[src/rtl/core/pem_pkg.sv]
`default_nettype none

package pem_pkg;

  localparam int unsigned NsW    = 64;
  localparam int unsigned GnssW  = 63;
  localparam int unsigned CycW   = 32;
  localparam int unsigned CntW   = 32;
  localparam int unsigned CfgW   = 32;
  localparam int unsigned CfgIdxW = 1;

  localparam logic [CfgW-1:0] NominalPeriodRst = 32'd1000000000;
  localparam logic [CfgW-1:0] WindowTolRst     = 32'd100;

  typedef enum logic [CfgIdxW-1:0] {
    RegNominalPeriod = 1'b0,
    RegWindowTol     = 1'b1
  } cfg_idx_e;

  typedef enum logic {
    ReqEdge     = 1'b0,
    ReqNewEpoch = 1'b1
  } req_e;

  typedef struct packed {
    logic [CfgW-1:0] nominal_period_ns;
    logic [CfgW-1:0] window_tolerance_ns;
  } cfg_t;

  typedef struct packed {
    logic             req_type;
    logic             epoch_ok;
    logic [GnssW-1:0] edge_gnss_ns;
    logic [CycW-1:0]  edge_cycles;
  } in_item_t;

  typedef struct packed {
    logic                   applied;
    logic                   first_edge;
    logic [NsW-1:0]         ledger_ns;
    logic signed [NsW-1:0]  phase_ns;
    logic [NsW-1:0]         interval_ns;
    logic [CycW-1:0]        interval_cycles;
    logic signed [NsW-1:0]  residual_ns;
    logic signed [NsW-1:0]  win_err_ns;
    logic                   window_mismatch;
    logic [CntW-1:0]        check_cnt;
    logic [CntW-1:0]        mismatch_cnt;
  } res_t;

endpackage

`default_nettype wire

[src/rtl/core/pem_if.sv]
`default_nettype none

interface pem_in_if import pem_pkg::*; ();
  logic             valid;
  logic             ready;
  logic             req_type;
  logic             epoch_ok;
  logic [GnssW-1:0] edge_gnss_ns;
  logic [CycW-1:0]  edge_cycles;

  modport source (output valid, req_type, epoch_ok, edge_gnss_ns, edge_cycles,
                  input ready);
  modport sink   (input valid, req_type, epoch_ok, edge_gnss_ns, edge_cycles,
                  output ready);
endinterface

interface pem_out_if import pem_pkg::*; ();
  logic                  valid;
  logic                  ready;
  logic                  applied;
  logic                  first_edge;
  logic [NsW-1:0]        ledger_ns;
  logic signed [NsW-1:0] phase_ns;
  logic [NsW-1:0]        interval_ns;
  logic [CycW-1:0]       interval_cycles;
  logic signed [NsW-1:0] residual_ns;
  logic signed [NsW-1:0] win_err_ns;
  logic                  window_mismatch;
  logic [CntW-1:0]       check_cnt;
  logic [CntW-1:0]       mismatch_cnt;

  modport source (output valid, applied, first_edge, ledger_ns, phase_ns,
                  interval_ns, interval_cycles, residual_ns, win_err_ns,
                  window_mismatch, check_cnt, mismatch_cnt,
                  input ready);
  modport sink   (input valid, applied, first_edge, ledger_ns, phase_ns,
                  interval_ns, interval_cycles, residual_ns, win_err_ns,
                  window_mismatch, check_cnt, mismatch_cnt,
                  output ready);
endinterface

interface pem_cfg_if import pem_pkg::*; ();
  logic               valid;
  logic               ready;
  logic [CfgIdxW-1:0] index;
  logic [CfgW-1:0]    wdata;

  modport source (output valid, index, wdata, input ready);
  modport sink   (input valid, index, wdata, output ready);
endinterface

`default_nettype wire

[src/rtl/core/pem_cfg_regs.sv]
`default_nettype none

module pem_cfg_regs import pem_pkg::*; (
  input  wire logic clk_i,
  input  wire logic rst_ni,
  pem_cfg_if.sink   cfg_i,
  output cfg_t      cfg_o
);

  cfg_t cfg_q;

  assign cfg_i.ready = 1'b1;
  assign cfg_o       = cfg_q;

  always_ff @(posedge clk_i or negedge rst_ni) begin
    if (!rst_ni) begin
      cfg_q.nominal_period_ns   <= NominalPeriodRst;
      cfg_q.window_tolerance_ns <= WindowTolRst;
    end else if (cfg_i.valid) begin
      case (cfg_idx_e'(cfg_i.index))
        RegNominalPeriod: cfg_q.nominal_period_ns   <= cfg_i.wdata;
        RegWindowTol:     cfg_q.window_tolerance_ns <= cfg_i.wdata;
        default: ;
      endcase
    end
  end

endmodule

`default_nettype wire

[src/rtl/core/pem_edge_calc.sv]
`default_nettype none

module pem_edge_calc import pem_pkg::*; (
  input  wire logic clk_i,
  input  wire logic rst_ni,
  input  wire logic fire_i,
  input  in_item_t  item_i,
  input  cfg_t      cfg_i,
  output res_t      res_o
);

  logic [NsW-1:0]  ledger_q, ledger_d;
  logic [NsW-1:0]  prev_ns_q, prev_ns_d;
  logic [CycW-1:0] prev_cyc_q, prev_cyc_d;
  logic [CntW-1:0] checks_q, checks_d;
  logic [CntW-1:0] mism_q, mism_d;

  logic [NsW-1:0] t_ns;
  logic [NsW-1:0] period;
  logic [NsW-1:0] tol;
  logic [NsW-1:0] interval;
  logic [NsW-1:0] werr;
  logic [NsW-1:0] mag;
  logic           is_edge;
  logic           first;
  logic           mismatch;

  assign t_ns   = {1'b0, item_i.edge_gnss_ns};
  assign period = {{(NsW-CfgW){1'b0}}, cfg_i.nominal_period_ns};
  assign tol    = {{(NsW-CfgW){1'b0}}, cfg_i.window_tolerance_ns};

  always_comb begin
    is_edge  = (item_i.req_type == ReqEdge) && item_i.epoch_ok &&
               (item_i.edge_gnss_ns != '0);
    first    = (prev_ns_q == '0);
    interval = t_ns - prev_ns_q;
    werr     = interval - period;
    mag      = werr[NsW-1] ? (~werr + 1'b1) : werr;
    mismatch = !first && (mag > tol);

    ledger_d   = ledger_q;
    prev_ns_d  = prev_ns_q;
    prev_cyc_d = prev_cyc_q;
    checks_d   = checks_q;
    mism_d     = mism_q;
    res_o      = '0;

    if (item_i.req_type == ReqNewEpoch) begin
      ledger_d   = '0;
      prev_ns_d  = '0;
      prev_cyc_d = '0;
      checks_d   = '0;
      mism_d     = '0;
    end else if (is_edge) begin
      ledger_d   = first ? period : (ledger_q + period);
      prev_ns_d  = t_ns;
      prev_cyc_d = item_i.edge_cycles;
      if (!first) begin
        checks_d = checks_q + 1'b1;
        if (mismatch) mism_d = mism_q + 1'b1;
      end
      res_o.applied      = 1'b1;
      res_o.first_edge   = first;
      res_o.ledger_ns    = ledger_d;
      res_o.phase_ns     = t_ns - ledger_d;
      res_o.check_cnt    = checks_d;
      res_o.mismatch_cnt = mism_d;
      if (!first) begin
        res_o.interval_ns     = interval;
        res_o.interval_cycles = item_i.edge_cycles - prev_cyc_q;
        res_o.residual_ns     = period - interval;
        res_o.win_err_ns      = werr;
        res_o.window_mismatch = mismatch;
      end
    end
  end

  always_ff @(posedge clk_i or negedge rst_ni) begin
    if (!rst_ni) begin
      ledger_q   <= '0;
      prev_ns_q  <= '0;
      prev_cyc_q <= '0;
      checks_q   <= '0;
      mism_q     <= '0;
    end else if (fire_i) begin
      ledger_q   <= ledger_d;
      prev_ns_q  <= prev_ns_d;
      prev_cyc_q <= prev_cyc_d;
      checks_q   <= checks_d;
      mism_q     <= mism_d;
    end
  end

endmodule

`default_nettype wire

[src/rtl/core/pps_edge_interval_monitor_top.sv]
// A result passes from the input register to the result register; an accepted
// transaction waits in the input register while the result register is stalled.
// Throughput: one transaction per cycle unless the result sink stalls; the edge
// state (ledger, previous edge, counters) updates between input and result registers.
// Reset: rst_ni is asynchronous, active low; clears the pipeline valids and the
// edge state, and loads the period (1e9 ns) and tolerance (100 ns) registers.
`default_nettype none

module pps_edge_interval_monitor_top import pem_pkg::*; (
  input  wire logic clk_i,
  input  wire logic rst_ni,
  pem_in_if.sink    in_i,
  pem_out_if.source out_o,
  pem_cfg_if.sink   cfg_i
);

  // Configuration registers; the user must write them only while the block is idle, the block does not enforce it.
  cfg_t cfg;

  pem_cfg_regs u_cfg_regs (
    .clk_i  (clk_i),
    .rst_ni (rst_ni),
    .cfg_i  (cfg_i),
    .cfg_o  (cfg)
  );

  // Input register stage.
  logic     in_vld_q;
  in_item_t in_item_q;

  // Result register stage.
  logic out_vld_q;
  res_t res_q;
  res_t res_d;

  // The compute stage advances when the result slot is free or being drained.
  logic advance;
  logic in_fire;

  assign advance    = in_vld_q && (!out_vld_q || out_o.ready);
  assign in_i.ready = !in_vld_q || advance;
  assign in_fire    = in_i.valid && in_i.ready;

  always_ff @(posedge clk_i or negedge rst_ni) begin
    if (!rst_ni) begin
      in_vld_q <= 1'b0;
    end else if (in_i.ready) begin
      in_vld_q <= in_i.valid;
    end
  end

  always_ff @(posedge clk_i) begin
    if (in_fire) begin
      in_item_q.req_type     <= in_i.req_type;
      in_item_q.epoch_ok     <= in_i.epoch_ok;
      in_item_q.edge_gnss_ns <= in_i.edge_gnss_ns;
      in_item_q.edge_cycles  <= in_i.edge_cycles;
    end
  end

  // Edge arithmetic and state; state commits only on advance so a stalled
  // item is evaluated exactly once.
  pem_edge_calc u_edge_calc (
    .clk_i  (clk_i),
    .rst_ni (rst_ni),
    .fire_i (advance),
    .item_i (in_item_q),
    .cfg_i  (cfg),
    .res_o  (res_d)
  );

  always_ff @(posedge clk_i or negedge rst_ni) begin
    if (!rst_ni) begin
      out_vld_q <= 1'b0;
    end else if (advance) begin
      out_vld_q <= 1'b1;
    end else if (out_o.ready) begin
      out_vld_q <= 1'b0;
    end
  end

  always_ff @(posedge clk_i) begin
    if (advance) begin
      res_q <= res_d;
    end
  end

  assign out_o.valid           = out_vld_q;
  assign out_o.applied         = res_q.applied;
  assign out_o.first_edge      = res_q.first_edge;
  assign out_o.ledger_ns       = res_q.ledger_ns;
  assign out_o.phase_ns        = res_q.phase_ns;
  assign out_o.interval_ns     = res_q.interval_ns;
  assign out_o.interval_cycles = res_q.interval_cycles;
  assign out_o.residual_ns     = res_q.residual_ns;
  assign out_o.win_err_ns      = res_q.win_err_ns;
  assign out_o.window_mismatch = res_q.window_mismatch;
  assign out_o.check_cnt       = res_q.check_cnt;
  assign out_o.mismatch_cnt    = res_q.mismatch_cnt;

endmodule

`default_nettype wire

[src/flat_wrapper.sv]
// flat-port wrapper written by rule: the top's interface ports become plain ports
module pps_edge_interval_monitor_top_flat import pem_pkg::*;
  (clk_i, rst_ni, in_i_valid, in_i_req_type, in_i_epoch_ok, in_i_edge_gnss_ns, in_i_edge_cycles, in_i_ready, out_o_valid, out_o_applied, out_o_first_edge, out_o_ledger_ns, out_o_phase_ns, out_o_interval_ns, out_o_interval_cycles, out_o_residual_ns, out_o_win_err_ns, out_o_window_mismatch, out_o_check_cnt, out_o_mismatch_cnt, out_o_ready, cfg_i_valid, cfg_i_index, cfg_i_wdata, cfg_i_ready);
  pem_in_if in_i_i ();
  pem_out_if out_o_i ();
  pem_cfg_if cfg_i_i ();
  input  wire logic clk_i;
  input  wire logic rst_ni;
  input wire logic [$bits(in_i_i.valid)-1:0] in_i_valid;
  input wire logic [$bits(in_i_i.req_type)-1:0] in_i_req_type;
  input wire logic [$bits(in_i_i.epoch_ok)-1:0] in_i_epoch_ok;
  input wire logic [$bits(in_i_i.edge_gnss_ns)-1:0] in_i_edge_gnss_ns;
  input wire logic [$bits(in_i_i.edge_cycles)-1:0] in_i_edge_cycles;
  output wire logic [$bits(in_i_i.ready)-1:0] in_i_ready;
  output wire logic [$bits(out_o_i.valid)-1:0] out_o_valid;
  output wire logic [$bits(out_o_i.applied)-1:0] out_o_applied;
  output wire logic [$bits(out_o_i.first_edge)-1:0] out_o_first_edge;
  output wire logic [$bits(out_o_i.ledger_ns)-1:0] out_o_ledger_ns;
  output wire logic [$bits(out_o_i.phase_ns)-1:0] out_o_phase_ns;
  output wire logic [$bits(out_o_i.interval_ns)-1:0] out_o_interval_ns;
  output wire logic [$bits(out_o_i.interval_cycles)-1:0] out_o_interval_cycles;
  output wire logic [$bits(out_o_i.residual_ns)-1:0] out_o_residual_ns;
  output wire logic [$bits(out_o_i.win_err_ns)-1:0] out_o_win_err_ns;
  output wire logic [$bits(out_o_i.window_mismatch)-1:0] out_o_window_mismatch;
  output wire logic [$bits(out_o_i.check_cnt)-1:0] out_o_check_cnt;
  output wire logic [$bits(out_o_i.mismatch_cnt)-1:0] out_o_mismatch_cnt;
  input wire logic [$bits(out_o_i.ready)-1:0] out_o_ready;
  input wire logic [$bits(cfg_i_i.valid)-1:0] cfg_i_valid;
  input wire logic [$bits(cfg_i_i.index)-1:0] cfg_i_index;
  input wire logic [$bits(cfg_i_i.wdata)-1:0] cfg_i_wdata;
  output wire logic [$bits(cfg_i_i.ready)-1:0] cfg_i_ready;
  assign in_i_i.valid = in_i_valid;
  assign in_i_i.req_type = in_i_req_type;
  assign in_i_i.epoch_ok = in_i_epoch_ok;
  assign in_i_i.edge_gnss_ns = in_i_edge_gnss_ns;
  assign in_i_i.edge_cycles = in_i_edge_cycles;
  assign in_i_ready = in_i_i.ready;
  assign out_o_valid = out_o_i.valid;
  assign out_o_applied = out_o_i.applied;
  assign out_o_first_edge = out_o_i.first_edge;
  assign out_o_ledger_ns = out_o_i.ledger_ns;
  assign out_o_phase_ns = out_o_i.phase_ns;
  assign out_o_interval_ns = out_o_i.interval_ns;
  assign out_o_interval_cycles = out_o_i.interval_cycles;
  assign out_o_residual_ns = out_o_i.residual_ns;
  assign out_o_win_err_ns = out_o_i.win_err_ns;
  assign out_o_window_mismatch = out_o_i.window_mismatch;
  assign out_o_check_cnt = out_o_i.check_cnt;
  assign out_o_mismatch_cnt = out_o_i.mismatch_cnt;
  assign out_o_i.ready = out_o_ready;
  assign cfg_i_i.valid = cfg_i_valid;
  assign cfg_i_i.index = cfg_i_index;
  assign cfg_i_i.wdata = cfg_i_wdata;
  assign cfg_i_ready = cfg_i_i.ready;
  pps_edge_interval_monitor_top u_core (.clk_i(clk_i), .rst_ni(rst_ni), .in_i(in_i_i), .out_o(out_o_i), .cfg_i(cfg_i_i));
endmodule
[config.mk]
export PLATFORM = sky130hd
export DESIGN_NAME = pps_edge_interval_monitor_top_flat
export DESIGN_NICKNAME = d
export VERILOG_FILES = /design/src/rtl/core/pem_pkg.sv /design/src/rtl/core/pem_if.sv /design/src/rtl/core/pem_cfg_regs.sv /design/src/rtl/core/pem_edge_calc.sv /design/src/rtl/core/pps_edge_interval_monitor_top.sv /design/src/flat_wrapper.sv
export SDC_FILE = /design/constraint.sdc
export NUM_CORES = 2
export LEC_CHECK = 0
export BUFFER_PORTS_ARGS = -buffer_cell sky130_fd_sc_hd__buf_2
export CORE_ASPECT_RATIO = 2
export CORE_UTILIZATION = 60
export CTS_BUF_LIST = sky130_fd_sc_hd__clkbuf_4 sky130_fd_sc_hd__clkbuf_8
export DETAILED_ROUTE_END_ITERATION = 16
export PLACE_DENSITY = 0.87
export REMOVE_ABC_BUFFERS = 1
export SKIP_CTS_REPAIR_TIMING = 1
export SYNTH_ARGS = -nofsm -noshare
export SYNTH_HDL_FRONTEND = slang
export SYNTH_SLANG_ARGS = --single-unit
[constraint.sdc]
create_clock -name clk_i -period 44 [get_ports clk_i]
set_input_delay 8.8 -clock clk_i [delete_from_list [all_inputs] [get_ports clk_i]]
set_output_delay 8.8 -clock clk_i [all_outputs]
set_load 0.01 [all_outputs]
==> run summary <==
Main flop type after synthesis: edfxtp_1
CP dominant cell by count: buf_2
Starting Density: 60.4%
Top cell type's share of synthesized area: 31.5%
Detail Route Antenna Nets: 0
Initial antenna violation count: 16
Hold crit path type: reg -> reg
Async set or reset register ratio after synthesis: 35.9%
Endpoints failing setup: 0
Status: completed
Hold_sp: u_core.in_item_q[15]
Hold Fails Final Rpt: 0
Total gr overflow: 0
Crit path DAT: 9.25 ns
Clk pwr share: 22.4%
CTS tree: built
P per Cell Area: 53.9 nW/µm²
P_sw: 1.25 mW
Top Ports: 557
Netlist cell types: 111
CTS Sinks: 804
Horiz. Die Dim: 204 µm
Synthesized instance count: 5123
XOR/XNOR Fraction of Synth Area: 6.57%
Pwr Total: 2.98 mW
FMAX: 55.4 MHz
Crit path cell chain: buf_2, nand3b_1, buf_2
Total track usage: 39.8%
Leading cell type by number of instances after synthesis: nor2_1
Register area: 22700 µm²
Die H: 407 µm
Non-filler cells, final: 6778
Period Utilization, post-route: 41.0%
EDFF count, synth: 515
Area leader, netlist: edfxtp_1
Die area: 83100 µm²
Fill cell count: 6245
Clock period minus worst slack: 18.05 ns
Internal Power: 1.73 mW
First-pass GRT wire length: 247000 µm
Fin area: 55400 µm²
Largest net degree at the start of global routing: 137
Setup crit start: out_o_ready
Maximum vdd ir drop: 34.4 µV
Rel. slew slack: 14.1%
RSZ-0062 raised after global routing: false
P&R area growth vs syn: 12.7%
CTS H-tree depth: 3
DRT Pass-1 Iters: 6
Syn avg cell area: 9.59 µm²
Multi-input gate area: 24500 µm²
Wirelength, routed: 167000 µm
Maximum buffer depth of the clock tree: 3
Via count: 42700
IO buf count: 555
Slew @ Worst Pin: 1.27 ns
Post-Syn Area: 49100 µm²
Vias in the first global route: 42300
Max Cap Viol: 0
Reg clk slew, reported paths: 0.07 ns
Area contributors post-synth: edfxtp_1 31%, dfrtp_1 14%, ha_1 7.3%
Max-slew violations: 0
Crit-path slowest cell: nand3b_1
Final Skew: 0.0730 ns
Yosys reg bits: 804
Core footprint: 81300 µm²
Register area share after synthesis: 46.2%
DRT iter0 DRCs: 3543
Sw frac: 41.9%
Commonest cells in the netlist: 565 x nor2_1, 515 x edfxtp_1, 478 x nand2_1
Worst-path maximum fanout: 3
Mux cell area share after synthesis: 1.39%
GP Congestion: 1.02
Root buffer cell: clkbuf_8
CP max stage delay: 0.19 ns
Static Leak: 23.6 nW
DRC viols: 0
Post-synthesis simple-gate area fraction: 18.5%
Dpl hpwl: 125000 µm
Via-per-instance ratio: 6.30
Startpoint Class: input port
Adder-Cell Fraction of Synth Area: 7.58%
WP data required: 35.20 ns
Clock Latency Late Sink: 0.89 ns
Cell count after placement: 6555
Worst r2r src: u_core.in_item_q[32]
Complex-gate fraction of the synthesized area: 15.7%
Gate power share: 45.5%
Row count: 148
Synthesis Warnings: 0
CTS Buf Count: 111
Main combinational cell family by area after synthesis: simple AND/OR/NAND/NOR gates
Layout cells sized above 1: 16.8%
Placed Area: 52800 µm²
Crit end category: output port
Setup_tns: 0 ns
WS Path Type: in -> out
Nets: 6047
Flop pwr share: 32.0%
Drt wl/cell: 24.6 µm
## sequential cells by signal, summed over array words and instances, names as in the netlist
name and flops:
u_core.in_item_q 97, u_core.out_o.interval_ns 64, u_core.out_o.ledger_ns 64, u_core.out_o.phase_ns 64, u_core.out_o.win_err_ns 64, u_core.u_cfg_regs.cfg_o 64
u_core.u_edge_calc.ledger_q 64, u_core.out_o.residual_ns 63, u_core.u_edge_calc.prev_ns_q 63, u_core.out_o.check_cnt 32, u_core.out_o.interval_cycles 32, u_core.out_o.mismatch_cnt 32
u_core.u_edge_calc.checks_q 32, u_core.u_edge_calc.mism_q 32, u_core.u_edge_calc.prev_cyc_q 32, u_core.in_vld_q 1, u_core.out_o.applied 1, u_core.out_o.first_edge 1
u_core.out_o.valid 1, u_core.out_o.window_mismatch 1
## layout make-up
type / instances / share of cell area [%]
clock inverters: 53 / 0.958
inverters: 283 / 1.92
multi-input cells: 3816 / 44.3
diodes: 11 / 0.0497
flip-flops and latches: 804 / 41.0
repair buffers: 602 / 5.70
clock buffers: 159 / 3.65
well taps: 1050 / 2.37
## power groups by stage
stage               logic, mW  clock network [mW]  registers [mW]
floorplan               0.866                   0           0.995
global placement         1.29                   0           0.965
detailed placement       1.32                   0           0.967
CTS                      1.33               0.671           0.953
global route             1.46               0.698           0.960
finish                   1.36               0.669           0.955
## through the flow
stage               setup slack, ns  util (%)  hold WS [ns]
finish                        25.95      68.1         0.487
detailed placement            25.96      64.9         0.476
floorplan                      3.20         -         0.450
CTS                           25.95      68.1         0.486
global route                  25.93      68.1         0.512
global placement              25.96      64.9         0.465
## per-layer routing
metal	track usage, %	vias up	wire length, µm
met4	32.2	6	15200
met1	41.3	20500	55200
met3	8.15	603	13300
li1	-	19400	-
met2	69.2	2237	83000
met5	0	-	43
## worst paths after layout
| check | slack (ns) | cells past startpoint | endpoint |
|---|---|---|---|
| setup / recovery | 25.95 | 3 | in_i_ready |
| hold / removal | 0.49 | 2 | u_core.u_edge_calc.prev_cyc_q[15] |
| setup reg to reg | 29.63 | 42 | u_core.out_o.mismatch_cnt[7] |
| hold reg to reg | 0.49 | 2 | u_core.u_edge_calc.prev_cyc_q[15] |
| max in group asynchronous | 33.60 | 3 | u_core.u_cfg_regs.cfg_o[24] |
| min in group asynchronous | 7.99 | 1 | u_core.u_edge_calc.mism_q[21] |
## worst max-delay path: cells and delay by family
kind                   cells  cell delay [ns]
buffers and inverters      2             0.26
and+or+nand+nor            1             0.19
## layout by cell type (no fill, tap or decap), types with 21 or more instances in the layout
cell      netlist  routed
o21ai_0       374     374
nor2b_1        54      53
o211ai_1       21      21
o21bai_1       54      54
a21o_1        123     123
mux2_2         40      40
mux2i_1        23      23
a21oi_1       279     279
nor2_1        565     563
a211oi_1       27      27
a31oi_1        55      55
nand4_1        74      74
clkbuf_8        0     132
o21a_1         37      37
and2_1         86      84
nand3_1       139     139
nor3_1        109     106
xor2_1        158     158
edfxtp_1      515     515
buf_2          19     554
inv_1         283     282
clkbuf_4        0      27
nor4_1         66      63
nand2_1       478     476
nand2b_1       60      60
xnor2_1       207     207
and3_1         75      75
buf_4           4      46
ha_1          288     288
o31ai_1        45      45
dfrtp_1       273     273
clkinv_2        0      21
or3_1          43      43
## kinds of logic (layout without fill, tap and decap cells)
| logic type | after synthesis | count (layout) |
|---|---|---|
| flip-flops | 804 | 804 |
| buffers and inverters | 503 | 1097 |
| XOR/XNOR | 367 | 367 |
| AO/OA/AOI/OAI | 1220 | 1220 |
| other | 1 | 12 |
| AND/OR/NAND/NOR | 1871 | 1871 |
| adder cells (fa/ha/maj) | 294 | 294 |
| multiplexers | 63 | 63 |
Power figures use the tool's default switching activity.
